**src/rtl/htp_pkg.sv**
```systemverilog
// Shared types, codes and field widths of the triangular-probe hash table.
package htp_pkg;

	localparam int KEY_W     = 31;
	localparam int PAYLOAD_W = 32;
	localparam int SLOT_W    = 4;
	localparam int STATUS_W  = 3;

	localparam logic [1:0] REQ_INSERT = 2'd0;
	localparam logic [1:0] REQ_SEARCH = 2'd1;
	localparam logic [1:0] REQ_REMOVE = 2'd2;

	localparam logic [STATUS_W-1:0] ST_OK        = 3'd0;
	localparam logic [STATUS_W-1:0] ST_NOT_FOUND = 3'd1;
	localparam logic [STATUS_W-1:0] ST_FULL      = 3'd2;
	localparam logic [STATUS_W-1:0] ST_EMPTY     = 3'd3;
	localparam logic [STATUS_W-1:0] ST_BAD_KEY   = 3'd4;

	typedef struct packed {
		logic [1:0]           req_type;
		logic [KEY_W-1:0]     key;
		logic [PAYLOAD_W-1:0] payload;
		logic [SLOT_W-1:0]    slot;
	} req_t;

	typedef struct packed {
		logic [STATUS_W-1:0]  status;
		logic [SLOT_W-1:0]    slot_out;
		logic [KEY_W-1:0]     key_out;
		logic [PAYLOAD_W-1:0] payload_out;
	} rsp_t;

	typedef enum logic [2:0] {
		S_CLEAR,
		S_IDLE,
		S_DECODE,
		S_HASH,
		S_PROBE,
		S_DONE
	} state_t;

	typedef struct packed {
		logic clear_step;
		logic load;
		logic decode;
		logic walk_start;
		logic probe;
		logic out_load;
	} cmd_t;

	typedef struct packed {
		logic clear_done;
		logic dec_finish;
		logic dec_remove;
		logic hash_done;
		logic probe_finish;
	} sts_t;

endpackage

```
**src/rtl/htp_stream_if.sv**
```systemverilog
// Valid/ready stream interface carrying one payload word per transfer.
interface htp_stream_if #(
	parameter type data_t = logic
);
	logic  valid;
	logic  ready;
	data_t data;

	modport source (output valid, output data, input ready);
	modport sink   (input valid, input data, output ready);
endinterface

```
**src/rtl/htp_ram.sv**
```systemverilog
// Generic single-write, single-read RAM with registered read data.
module htp_ram #(
	parameter int WIDTH = 32,
	parameter int DEPTH = 16
) (
	input  logic                     clk,
	input  logic                     we,
	input  logic [$clog2(DEPTH)-1:0] waddr,
	input  logic [WIDTH-1:0]         wdata,
	input  logic                     re,
	input  logic [$clog2(DEPTH)-1:0] raddr,
	output logic [WIDTH-1:0]         rdata
);
	logic [WIDTH-1:0] mem_q [DEPTH];

	always_ff @(posedge clk) begin
		if (we) begin
			mem_q[waddr] <= wdata;
		end
		if (re) begin
			rdata <= mem_q[raddr];
		end
	end
endmodule

```
**src/rtl/htp_hash.sv**
```systemverilog
// Home-slot unit: key modulo SLOTS, a mask for powers of two, else a reciprocal multiply.
module htp_hash #(
	parameter int SLOTS = 16
) (
	input  logic                        clk,
	input  logic                        arst_n,
	input  logic                        start,
	input  logic [htp_pkg::KEY_W-1:0]   key,
	output logic                        done,
	output logic [$clog2(SLOTS)-1:0]    rem
);
	localparam int IDX_W = $clog2(SLOTS);

	if ((SLOTS & (SLOTS - 1)) == 0) begin : g_mask
		logic             done_q;
		logic [IDX_W-1:0] rem_q;

		always_ff @(posedge clk or negedge arst_n) begin
			if (!arst_n) begin
				done_q <= 1'b0;
			end else begin
				done_q <= start;
			end
		end

		always_ff @(posedge clk) begin
			if (start) begin
				rem_q <= key[IDX_W-1:0];
			end
		end

		assign done = done_q;
		assign rem  = rem_q;
	end else begin : g_recip
		// quotient estimate from a fixed reciprocal is low by at most one,
		// so a single compare and subtract gives the remainder
		localparam int SH  = htp_pkg::KEY_W + IDX_W;
		localparam int PW  = htp_pkg::KEY_W + 32;
		localparam int QW  = PW - SH;
		localparam int KW1 = htp_pkg::KEY_W + 1;
		localparam logic [31:0] RECIP = 32'((64'd1 << SH) / 64'(SLOTS));

		logic                      vld_s1;
		logic                      done_q;
		logic [PW-1:0]             prod_s1;
		logic [htp_pkg::KEY_W-1:0] key_s1;
		logic [IDX_W-1:0]          rem_q;
		logic [QW-1:0]             quo;
		logic [KW1-1:0]            diff;
		logic [KW1-1:0]            rem_full;

		always_comb begin
			quo      = prod_s1[PW-1:SH];
			diff     = {1'b0, key_s1} - KW1'(quo) * KW1'(SLOTS);
			rem_full = (diff >= KW1'(SLOTS)) ? diff - KW1'(SLOTS) : diff;
		end

		always_ff @(posedge clk or negedge arst_n) begin
			if (!arst_n) begin
				vld_s1 <= 1'b0;
				done_q <= 1'b0;
			end else begin
				vld_s1 <= start;
				done_q <= vld_s1;
			end
		end

		always_ff @(posedge clk) begin
			if (start) begin
				prod_s1 <= PW'(key) * PW'(RECIP);
				key_s1  <= key;
			end
			if (vld_s1) begin
				rem_q <= rem_full[IDX_W-1:0];
			end
		end

		assign done = done_q;
		assign rem  = rem_q;
	end
endmodule

```
**src/rtl/htp_datapath.sv**
```systemverilog
// Datapath: request register, probe walk, key/payload stores and result registers.
module htp_datapath #(
	parameter int SLOTS        = 16,
	parameter int PAYLOAD_BITS = 32
) (
	input  logic          clk,
	input  logic          arst_n,
	input  htp_pkg::req_t in_data,
	input  htp_pkg::cmd_t cmd,
	output htp_pkg::sts_t sts,
	output htp_pkg::rsp_t out_data
);
	localparam int IDX_W = $clog2(SLOTS);
	localparam int CNT_W = $clog2(SLOTS + 1);
	localparam int SW    = (CNT_W > htp_pkg::SLOT_W) ? CNT_W : htp_pkg::SLOT_W;

	htp_pkg::req_t req_q;
	htp_pkg::rsp_t res_q;
	htp_pkg::rsp_t out_q;
	htp_pkg::rsp_t res_dec;
	htp_pkg::rsp_t res_cmp;

	logic [IDX_W-1:0] addr_q;
	logic [IDX_W-1:0] addr_s1;
	logic [IDX_W-1:0] clr_q;
	logic [IDX_W-1:0] home;
	logic [IDX_W-1:0] slot_idx;
	logic [IDX_W-1:0] addr_next;
	logic [IDX_W:0]   addr_sum;
	logic [CNT_W-1:0] i_q;
	logic             more_q;
	logic             valid_s1;
	logic             last_s1;

	logic bad_req;
	logic rem_req;
	logic slot_ok;
	logic dec_fin;
	logic hash_start;
	logic hash_done;

	logic                      key_empty;
	logic                      key_hit;
	logic                      fin_cmp;
	logic                      key_we_cmp;
	logic [htp_pkg::KEY_W-1:0] key_wd_cmp;
	logic                      pay_we;

	logic                      rd_en;
	logic [IDX_W-1:0]          rd_addr;
	logic                      key_we;
	logic [IDX_W-1:0]          key_waddr;
	logic [htp_pkg::KEY_W-1:0] key_wdata;
	logic [htp_pkg::KEY_W-1:0] key_rd;
	logic [PAYLOAD_BITS-1:0]   pay_rd;

	// decode of the registered request
	always_comb begin
		rem_req = (req_q.req_type == htp_pkg::REQ_REMOVE);
		bad_req = (req_q.req_type != htp_pkg::REQ_INSERT &&
			req_q.req_type != htp_pkg::REQ_SEARCH && !rem_req) ||
			(!rem_req && req_q.key == '0);
		slot_ok  = SW'(req_q.slot) < SW'(SLOTS);
		slot_idx = IDX_W'(req_q.slot);
		dec_fin  = bad_req || (rem_req && !slot_ok);
		if (bad_req) begin
			res_dec = '{status: htp_pkg::ST_BAD_KEY, slot_out: '0, key_out: '0,
				payload_out: '0};
		end else begin
			res_dec = '{status: htp_pkg::ST_EMPTY, slot_out: req_q.slot, key_out: '0,
				payload_out: '0};
		end
	end

	assign hash_start = cmd.decode && !dec_fin && !rem_req;

	htp_hash #(
		.SLOTS (SLOTS)
	) u_hash (
		.clk    (clk),
		.arst_n (arst_n),
		.start  (hash_start),
		.key    (req_q.key),
		.done   (hash_done),
		.rem    (home)
	);

	// next triangular step: previous slot plus probe number, one wrap at most
	always_comb begin
		addr_sum  = (IDX_W+1)'(addr_q) + (IDX_W+1)'(i_q) + (IDX_W+1)'(1);
		addr_next = (addr_sum >= (IDX_W+1)'(SLOTS)) ?
			IDX_W'(addr_sum - (IDX_W+1)'(SLOTS)) : IDX_W'(addr_sum);
	end

	// compare stage on the registered read data
	always_comb begin
		key_empty  = (key_rd == '0);
		key_hit    = (key_rd == req_q.key);
		fin_cmp    = 1'b0;
		res_cmp    = '0;
		key_we_cmp = 1'b0;
		key_wd_cmp = '0;
		pay_we     = 1'b0;
		if (valid_s1) begin
			case (req_q.req_type)
				htp_pkg::REQ_INSERT: begin
					if (key_empty) begin
						fin_cmp    = 1'b1;
						key_we_cmp = 1'b1;
						key_wd_cmp = req_q.key;
						pay_we     = 1'b1;
						res_cmp    = '{status: htp_pkg::ST_OK,
							slot_out: htp_pkg::SLOT_W'(addr_s1), key_out: req_q.key,
							payload_out: '0};
					end else if (last_s1) begin
						fin_cmp = 1'b1;
						res_cmp = '{status: htp_pkg::ST_FULL, slot_out: '0, key_out: '0,
							payload_out: '0};
					end
				end
				htp_pkg::REQ_SEARCH: begin
					if (key_empty || (!key_hit && last_s1)) begin
						fin_cmp = 1'b1;
						res_cmp = '{status: htp_pkg::ST_NOT_FOUND, slot_out: '0,
							key_out: '0, payload_out: '0};
					end else if (key_hit) begin
						fin_cmp = 1'b1;
						res_cmp = '{status: htp_pkg::ST_OK,
							slot_out: htp_pkg::SLOT_W'(addr_s1), key_out: req_q.key,
							payload_out: htp_pkg::PAYLOAD_W'(pay_rd)};
					end
				end
				htp_pkg::REQ_REMOVE: begin
					fin_cmp = 1'b1;
					if (key_empty) begin
						res_cmp = '{status: htp_pkg::ST_EMPTY, slot_out: req_q.slot,
							key_out: '0, payload_out: '0};
					end else begin
						key_we_cmp = 1'b1;
						res_cmp    = '{status: htp_pkg::ST_OK, slot_out: req_q.slot,
							key_out: key_rd, payload_out: '0};
					end
				end
				default: begin
				end
			endcase
		end
	end

	// store ports
	always_comb begin
		rd_en     = (cmd.decode && rem_req && slot_ok) || (cmd.probe && more_q);
		rd_addr   = cmd.decode ? slot_idx : addr_q;
		key_we    = cmd.clear_step || key_we_cmp;
		key_waddr = cmd.clear_step ? clr_q : addr_s1;
		key_wdata = cmd.clear_step ? '0 : key_wd_cmp;
	end

	htp_ram #(
		.WIDTH (htp_pkg::KEY_W),
		.DEPTH (SLOTS)
	) u_key_ram (
		.clk   (clk),
		.we    (key_we),
		.waddr (key_waddr),
		.wdata (key_wdata),
		.re    (rd_en),
		.raddr (rd_addr),
		.rdata (key_rd)
	);

	htp_ram #(
		.WIDTH (PAYLOAD_BITS),
		.DEPTH (SLOTS)
	) u_pay_ram (
		.clk   (clk),
		.we    (pay_we),
		.waddr (addr_s1),
		.wdata (PAYLOAD_BITS'(req_q.payload)),
		.re    (rd_en),
		.raddr (rd_addr),
		.rdata (pay_rd)
	);

	always_ff @(posedge clk or negedge arst_n) begin
		if (!arst_n) begin
			valid_s1 <= 1'b0;
			more_q   <= 1'b0;
			clr_q    <= '0;
		end else begin
			if (cmd.clear_step) begin
				clr_q <= clr_q + IDX_W'(1);
			end
			if (cmd.decode) begin
				valid_s1 <= rem_req && slot_ok;
				more_q   <= 1'b0;
			end else if (cmd.walk_start) begin
				valid_s1 <= 1'b0;
				more_q   <= 1'b1;
			end else if (cmd.probe) begin
				if (fin_cmp) begin
					valid_s1 <= 1'b0;
					more_q   <= 1'b0;
				end else begin
					valid_s1 <= more_q;
					if (more_q) begin
						more_q <= (i_q != CNT_W'(SLOTS - 1));
					end
				end
			end
		end
	end

	always_ff @(posedge clk) begin
		if (cmd.load) begin
			req_q <= in_data;
		end
		if (cmd.decode) begin
			addr_s1 <= slot_idx;
			last_s1 <= 1'b1;
			if (dec_fin) begin
				res_q <= res_dec;
			end
		end
		if (cmd.walk_start) begin
			addr_q <= home;
			i_q    <= '0;
		end
		if (cmd.probe) begin
			if (more_q) begin
				addr_s1 <= addr_q;
				last_s1 <= (i_q == CNT_W'(SLOTS - 1));
				i_q     <= i_q + CNT_W'(1);
				addr_q  <= addr_next;
			end
			if (fin_cmp) begin
				res_q <= res_cmp;
			end
		end
		if (cmd.out_load) begin
			out_q <= res_q;
		end
	end

	always_comb begin
		sts.clear_done   = (clr_q == IDX_W'(SLOTS - 1));
		sts.dec_finish   = dec_fin;
		sts.dec_remove   = rem_req;
		sts.hash_done    = hash_done;
		sts.probe_finish = fin_cmp;
	end

	assign out_data = out_q;
endmodule

```
**src/rtl/htp_ctrl.sv**
```systemverilog
// Controller: sequences clearing, decode, hashing, probe walk and result hand-off.
module htp_ctrl (
	input  logic          clk,
	input  logic          arst_n,
	input  logic          in_valid,
	output logic          in_ready,
	output logic          out_valid,
	input  logic          out_ready,
	input  htp_pkg::sts_t sts,
	output htp_pkg::cmd_t cmd
);
	htp_pkg::state_t state_q;
	htp_pkg::state_t state_d;
	logic            out_valid_q;
	logic            out_free;

	assign out_free = !out_valid_q || out_ready;

	always_ff @(posedge clk or negedge arst_n) begin
		if (!arst_n) begin
			state_q     <= htp_pkg::S_CLEAR;
			out_valid_q <= 1'b0;
		end else begin
			state_q <= state_d;
			if (cmd.out_load) begin
				out_valid_q <= 1'b1;
			end else if (out_ready) begin
				out_valid_q <= 1'b0;
			end
		end
	end

	always_comb begin
		state_d  = state_q;
		cmd      = '0;
		in_ready = 1'b0;
		case (state_q)
			htp_pkg::S_CLEAR: begin
				cmd.clear_step = 1'b1;
				if (sts.clear_done) begin
					state_d = htp_pkg::S_IDLE;
				end
			end
			htp_pkg::S_IDLE: begin
				in_ready = 1'b1;
				if (in_valid) begin
					cmd.load = 1'b1;
					state_d  = htp_pkg::S_DECODE;
				end
			end
			htp_pkg::S_DECODE: begin
				cmd.decode = 1'b1;
				if (sts.dec_finish) begin
					state_d = htp_pkg::S_DONE;
				end else if (sts.dec_remove) begin
					state_d = htp_pkg::S_PROBE;
				end else begin
					state_d = htp_pkg::S_HASH;
				end
			end
			htp_pkg::S_HASH: begin
				if (sts.hash_done) begin
					cmd.walk_start = 1'b1;
					state_d        = htp_pkg::S_PROBE;
				end
			end
			htp_pkg::S_PROBE: begin
				cmd.probe = 1'b1;
				if (sts.probe_finish) begin
					state_d = htp_pkg::S_DONE;
				end
			end
			htp_pkg::S_DONE: begin
				if (out_free) begin
					cmd.out_load = 1'b1;
					state_d      = htp_pkg::S_IDLE;
				end
			end
			default: begin
				state_d = htp_pkg::S_IDLE;
			end
		endcase
	end

	assign out_valid = out_valid_q;
endmodule

```
**src/rtl/hash_table_triangular_probe_unit.sv**
```systemverilog
// Top level: open-addressing hash table with triangular probing, one request at a time.
// Inserts and searches take longer the more probes they need; when SLOTS is not a power of two
// the home-slot remainder follows a registered reciprocal product. Removes skip hashing, and a
// rejected request goes straight to DONE. A new request is taken once the result is loaded.
// Probes run one per cycle through the key store's registered read port, at most SLOTS a walk.
// Reset: asynchronous; afterwards the key store is cleared slot by slot, no request is taken then.
module hash_table_triangular_probe_unit #(
	parameter int SLOTS        = 16,
	parameter int PAYLOAD_BITS = 32
) (
	input  logic         clk,
	input  logic         arst_n,
	htp_stream_if.sink   req,
	htp_stream_if.source rsp
);
	// Flow of one request:
	//   IDLE   - request transfer accepted and registered
	//   DECODE - reject zero key / unknown type, check the remove slot,
	//            start the home-slot unit or read the slot to be removed
	//   HASH   - wait for key mod SLOTS
	//   PROBE  - issue one store read per cycle; the compare stage checks the
	//            registered read data and stops the walk on empty, match or
	//            the last probe. Reads issued past the stop are dropped.
	//   DONE   - move the result into the output register once it is free
	// The output register holds a result while the next request is accepted.

	htp_pkg::cmd_t cmd;
	htp_pkg::sts_t sts;

	htp_ctrl u_ctrl (
		.clk       (clk),
		.arst_n    (arst_n),
		.in_valid  (req.valid),
		.in_ready  (req.ready),
		.out_valid (rsp.valid),
		.out_ready (rsp.ready),
		.sts       (sts),
		.cmd       (cmd)
	);

	// Key store clears after reset; payload store is never cleared since a
	// payload is only read back on a search hit, after its insert.
	htp_datapath #(
		.SLOTS        (SLOTS),
		.PAYLOAD_BITS (PAYLOAD_BITS)
	) u_datapath (
		.clk      (clk),
		.arst_n   (arst_n),
		.in_data  (req.data),
		.cmd      (cmd),
		.sts      (sts),
		.out_data (rsp.data)
	);
endmodule

```
**src/flat_wrapper.sv**
```systemverilog
// flat-port wrapper written by rule: the top's interface ports become plain ports
module hash_table_triangular_probe_unit_flat import htp_pkg::*;
#(
	parameter int SLOTS        = 16,
	parameter int PAYLOAD_BITS = 32
)
  (clk, arst_n, req_valid, req_data, req_ready, rsp_valid, rsp_data, rsp_ready);
  htp_stream_if #(.data_t(req_t)) req_i ();
  htp_stream_if #(.data_t(rsp_t)) rsp_i ();
  input  logic clk;
  input  logic arst_n;
  input wire logic [$bits(req_i.valid)-1:0] req_valid;
  input wire logic [$bits(req_i.data)-1:0] req_data;
  output wire logic [$bits(req_i.ready)-1:0] req_ready;
  output wire logic [$bits(rsp_i.valid)-1:0] rsp_valid;
  output wire logic [$bits(rsp_i.data)-1:0] rsp_data;
  input wire logic [$bits(rsp_i.ready)-1:0] rsp_ready;
  assign req_i.valid = req_valid;
  assign req_i.data = req_data;
  assign req_ready = req_i.ready;
  assign rsp_valid = rsp_i.valid;
  assign rsp_data = rsp_i.data;
  assign rsp_i.ready = rsp_ready;
  hash_table_triangular_probe_unit #(.SLOTS(SLOTS), .PAYLOAD_BITS(PAYLOAD_BITS)) u_core (.clk(clk), .arst_n(arst_n), .req(req_i), .rsp(rsp_i));
endmodule
```
**config.mk**
```make
export PLATFORM = sky130hd
export DESIGN_NAME = hash_table_triangular_probe_unit_flat
export DESIGN_NICKNAME = d
export VERILOG_FILES = /design/src/rtl/htp_pkg.sv /design/src/rtl/htp_stream_if.sv /design/src/rtl/htp_ram.sv /design/src/rtl/htp_hash.sv /design/src/rtl/htp_datapath.sv /design/src/rtl/htp_ctrl.sv /design/src/rtl/hash_table_triangular_probe_unit.sv /design/src/flat_wrapper.sv
export SDC_FILE = /design/constraint.sdc
export NUM_CORES = 2
export LEC_CHECK = 0
export ABC_CLOCK_PERIOD_IN_PS = 5100
export CAP_MARGIN = 30
export CORE_ASPECT_RATIO = 0.6
export CORE_MARGIN = 2
export CORE_UTILIZATION = 60
export CTS_CLUSTER_SIZE = 20
export DETAILED_ROUTE_END_ITERATION = 8
export DONT_BUFFER_PORTS = 1
export PLACE_DENSITY = 0.85
export SYNTH_ARGS = -nofsm -noshare
export SYNTH_HDL_FRONTEND = slang
export SYNTH_SLANG_ARGS = --single-unit
```
**constraint.sdc**
```tcl
create_clock -name clk -period 5.1 [get_ports clk]
set_clock_uncertainty 0.15 [all_clocks]
set_input_delay 1.02 -clock clk [delete_from_list [all_inputs] [get_ports clk]]
set_output_delay 1.02 -clock clk [all_outputs]
set_load 0.02 [all_outputs]
```
==> impl_metrics.env <==
export IMPL_outcome="complete, no violations"
export IMPL_fin_crit_sh_pct=77.4
export IMPL_htreeDepth=3
export IMPL_tightest_slew_ps=1020
export IMPL_synth_cell_types=53
export IMPL_cp_end_kind="register"
export IMPL_via_count=26315
export IMPL_clk_pin_slew_worst_paths_ps=70
export IMPL_min_period_ps=3950
export IMPL_cap_violations=0
export IMPL_path_max_fanout=32
export IMPL_synthFlopType="edfxtp_1"
export IMPL_cts_setup_buffers=0
export IMPL_io_buffers=0
export IMPL_cts_buffer_depth=3
export IMPL_synth_edf_count=1214
export IMPL_area_growth_synth_to_final_pct=11.8
export IMPL_syn_area_mm2=0.0494
export IMPL_placementRows=81
export IMPL_io_pins=145
export IMPL_critPathSlowestCell="and2_1"
export IMPL_synth_net_count=2508
export IMPL_finalHoldViolCount=0
export IMPL_switching_power_w=0.00874
export IMPL_dr_pass1_iters=9
export IMPL_grt_max_degree=59
export IMPL_hold_class="primary input to register"
export IMPL_clock_power_share_pct=30.3
export IMPL_grt_pass1_vias=26290
export IMPL_power_density_mw_per_mm2=532
export IMPL_place_area_mm2=0.0513
export IMPL_postLayoutCellArea_mm2=0.0552
export IMPL_clock_latency_ps=710
export IMPL_cts_tree="yes"
export IMPL_fmax_mhz=253
export IMPL_dieArea_mm2=0.0846
export IMPL_p_comb_share_pct=23.4
export IMPL_antenna_found_initial=9
export IMPL_cts_sinks=1309
export IMPL_die_x_um=374
export IMPL_grt_overflow_total=0
export IMPL_path_common_cell="buf_4"
export IMPL_peakVddDrop_v=0.000394
export IMPL_rsz0062_at_grt="no"
export IMPL_antenna_left=0
export IMPL_switching_share_pct=29.8
export IMPL_drcViolationCount=0
export IMPL_gp_congestion=0.882
export IMPL_tns_ps=0
export IMPL_core_area_mm2=0.0815
export IMPL_layout_drive_gt1_share_pct=21.9
export IMPL_syn_area_per_cell_um2=20.3
export IMPL_cts_root_buffer="clkbuf_16"
export IMPL_p_int_w=0.0206
export IMPL_initialDrtViolationCount=4632
export IMPL_arrival_ps=4190
export IMPL_slowest_delay_ps=620
export IMPL_synth_sequential_area_ratio_pct=77.8
export IMPL_start_util_pct=60.6
export IMPL_slew_headroom_pct=31.5
export IMPL_path_class="register to register"
export IMPL_dp_hpwl_um=69200
export IMPL_required_ps=5350
export IMPL_synth_seq_cells=1309
export IMPL_die_h_um=226
export IMPL_path_cells="nor4_1 > nand4_1 > nor4_4 > buf_4 > and3_1 > buf_4 > and2_1"
export IMPL_async_flop_share_pct=0.840
export IMPL_ys_warn_count=0
export IMPL_viasPerCell=7.14
export IMPL_seqPwrFrac_pct=46.3
export IMPL_synthCells=2428
export IMPL_track_usage_pct=30.3
export IMPL_layout_nets=2581
export IMPL_wl_per_cell_um=34.5
export IMPL_cts_buffers=112
export IMPL_setup_viol=0
export IMPL_drt_total_wl_um=127000
export IMPL_drv_slew=0
export IMPL_power_leakage_nw=18.4
export IMPL_crit_path_start_kind="register"
export IMPL_grt_pass1_wl_um=182000
==> sequential cells by signal, summed over array words and instances (netlist names) <==
| signal | cells |
|---|---|
| u_core.u_datapath.slot_idx | 4 |
| u_core.u_datapath.addr_s1 | 4 |
| u_core.u_datapath.res_q | 70 |
| u_core.u_datapath.req_q | 65 |
| u_core.u_datapath.u_hash.rem | 4 |
| u_core.u_datapath.valid_s1 | 1 |
| u_core.u_datapath.u_pay_ram.rdata | 32 |
| u_core.u_datapath.out_data | 70 |
| u_core.u_datapath.i_q | 5 |
| u_core.u_datapath.u_pay_ram.mem_q | 512 |
| u_core.u_datapath.more_q | 1 |
| u_core.u_datapath.last_s1 | 1 |
| u_core.u_datapath.u_key_ram.mem_q | 496 |
| u_core.u_datapath.addr_q | 4 |
| u_core.u_ctrl.state_q | 3 |
| u_core.u_datapath.u_hash.done | 1 |
| u_core.u_datapath.u_key_ram.rdata | 31 |
| u_core.u_ctrl.out_valid | 1 |
| u_core.u_datapath.clr_q | 4 |
==> layout make-up <==
type | instances | area (um2)
sequential | 1309 | 38400
fill | 4682 | 26300
multi-input combinational | 974 | 10600
clock buffer | 144 | 3120
tap | 1079 | 1350
timing repair buffer | 91 | 927
clock inverter | 70 | 731
inverter | 13 | 48.8
antenna | 7 | 17.5
==> Yosys cell counts (all sizes together) (5+ instances only) <==
cell type  count  share of area, %
nor2b          5             0.063
a22o          34              0.60
nor3          17              0.20
and2          34              0.43
dfrtp         11              0.56
mux4         252                11
edfxtp      1214                74
and3           5             0.063
xor2          33              0.59
xnor2          5             0.089
mux2i         45              0.91
clkbuf        68              0.52
buf           64              0.79
a22oi        132               2.0
inv           12             0.091
ha             6              0.15
dfxtp         84               3.4
nand4         44              0.56
nor2          46              0.38
nand2        159               1.2
a31oi          5             0.063
nor4          24              0.37
o21ai         50              0.51
a21oi         39              0.40
==> power groups by stage <==
stage	registers, W	clock network (W)	logic [W]
final	0.0136	0.00889	0.00686
after global routing	0.0136	0.00931	0.00719
after CTS	0.0135	0.00894	0.00679
after detailed placement	0.0137	0	0.00660
after global placement	0.0137	0	0.00636
after floorplan	0.0134	0	0.00463
==> path summary, 6_finish.rpt <==
kind	slack [ps]	startpoint	cells past startpoint	end
max in group asynchronous	3800	arst_n	1	u_core.u_datapath.clr_q[1]$_DFFE_PN0N_
min in group asynchronous	620	arst_n	1	u_core.u_datapath.more_q$_DFFE_PN0P_
hold reg to reg	280	u_core.u_datapath.res_q[64]$_DFF_P_	0	u_core.u_datapath.out_data[64]$_DFFE_PP_
hold / removal	250	req_data[40]	0	u_core.u_datapath.req_q[40]$_DFFE_PP_
setup reg to reg	1150	u_core.u_datapath.u_key_ram.rdata[7]$_DFFE_PP_	7	u_core.u_datapath.u_key_ram.mem_q[11][0]$_DFFE_PP_
setup / recovery	1150	u_core.u_datapath.u_key_ram.rdata[7]$_DFFE_PP_	7	u_core.u_datapath.u_key_ram.mem_q[11][0]$_DFFE_PP_
==> cell families (layout without fill, tap and decap cells) <==
group / count (synthesis) / count (layout) / share of synthesized area (%)
AOI/OAI and AO/OA: 279 / 279 / 3.91
xor gates and xnor gates: 38 / 38 / 0.674
adders and majority gates: 7 / 7 / 0.193
buffers and inverters: 145 / 318 / 1.41
DFF: 1309 / 1309 / 77.8
muxes: 300 / 300 / 12.5
other: 0 / 7 / 0
and+or+nand+nor: 350 / 350 / 3.51
==> metrics by stage <==
step	hold slack (ps)	utilization, %	instances	power [W]	setup WS (ps)
2_1_floorplan	258	-	2428	0.0180	446
3_3_place_gp	265	62.8	3458	0.0200	1460
3_5_place_dp	267	63.0	3465	0.0203	1380
4_1_cts	221	67.7	3680	0.0293	1350
5_1_grt	221	67.7	3683	0.0301	1100
6_report	251	67.7	3687	0.0293	1150
==> cell usage in the layout, fill, tap and decap left out, drive strengths merged, types with 6 or more instances in the layout <==
cell    Yosys  final
o21ai      50     50
nand2     159    159
buf        64     90
a21oi      39     39
dfrtp      11     11
mux4      252    252
a22oi     132    132
ha          6      6
inv        12     15
dfxtp      84     84
bufinv      0     13
nand4      44     44
clkinv      1     53
nor3       17     17
a22o       34     34
mux2i      45     45
clkbuf     68    144
diode       0      7
edfxtp   1214   1214
nor4       24     24
and2       34     34
xor2       33     33
nor2       46     46
==> worst max-delay path: cells and delay by family (launching register included) <==
family | cells | cell delay, ps
buffers and inverters | 2 | 830
DFF | 1 | 440
and+or+nand+nor | 5 | 2170
==> repair_timing <==
item,4_1_cts,5_1_grt
hold buffers,1,0
hold endpoints to repair,11,0
resized for setup,0,0
setup endpoints to repair,0,0
==> per-layer routing <==
layer  GRT usage [%]  share of wire [%]
met1            41.8                 36
met2            45.4                 45
met3            10.3                 15
met4            11.6                4.2
met5               0              0.018
Note: power is estimated with default switching activity, not from simulation.
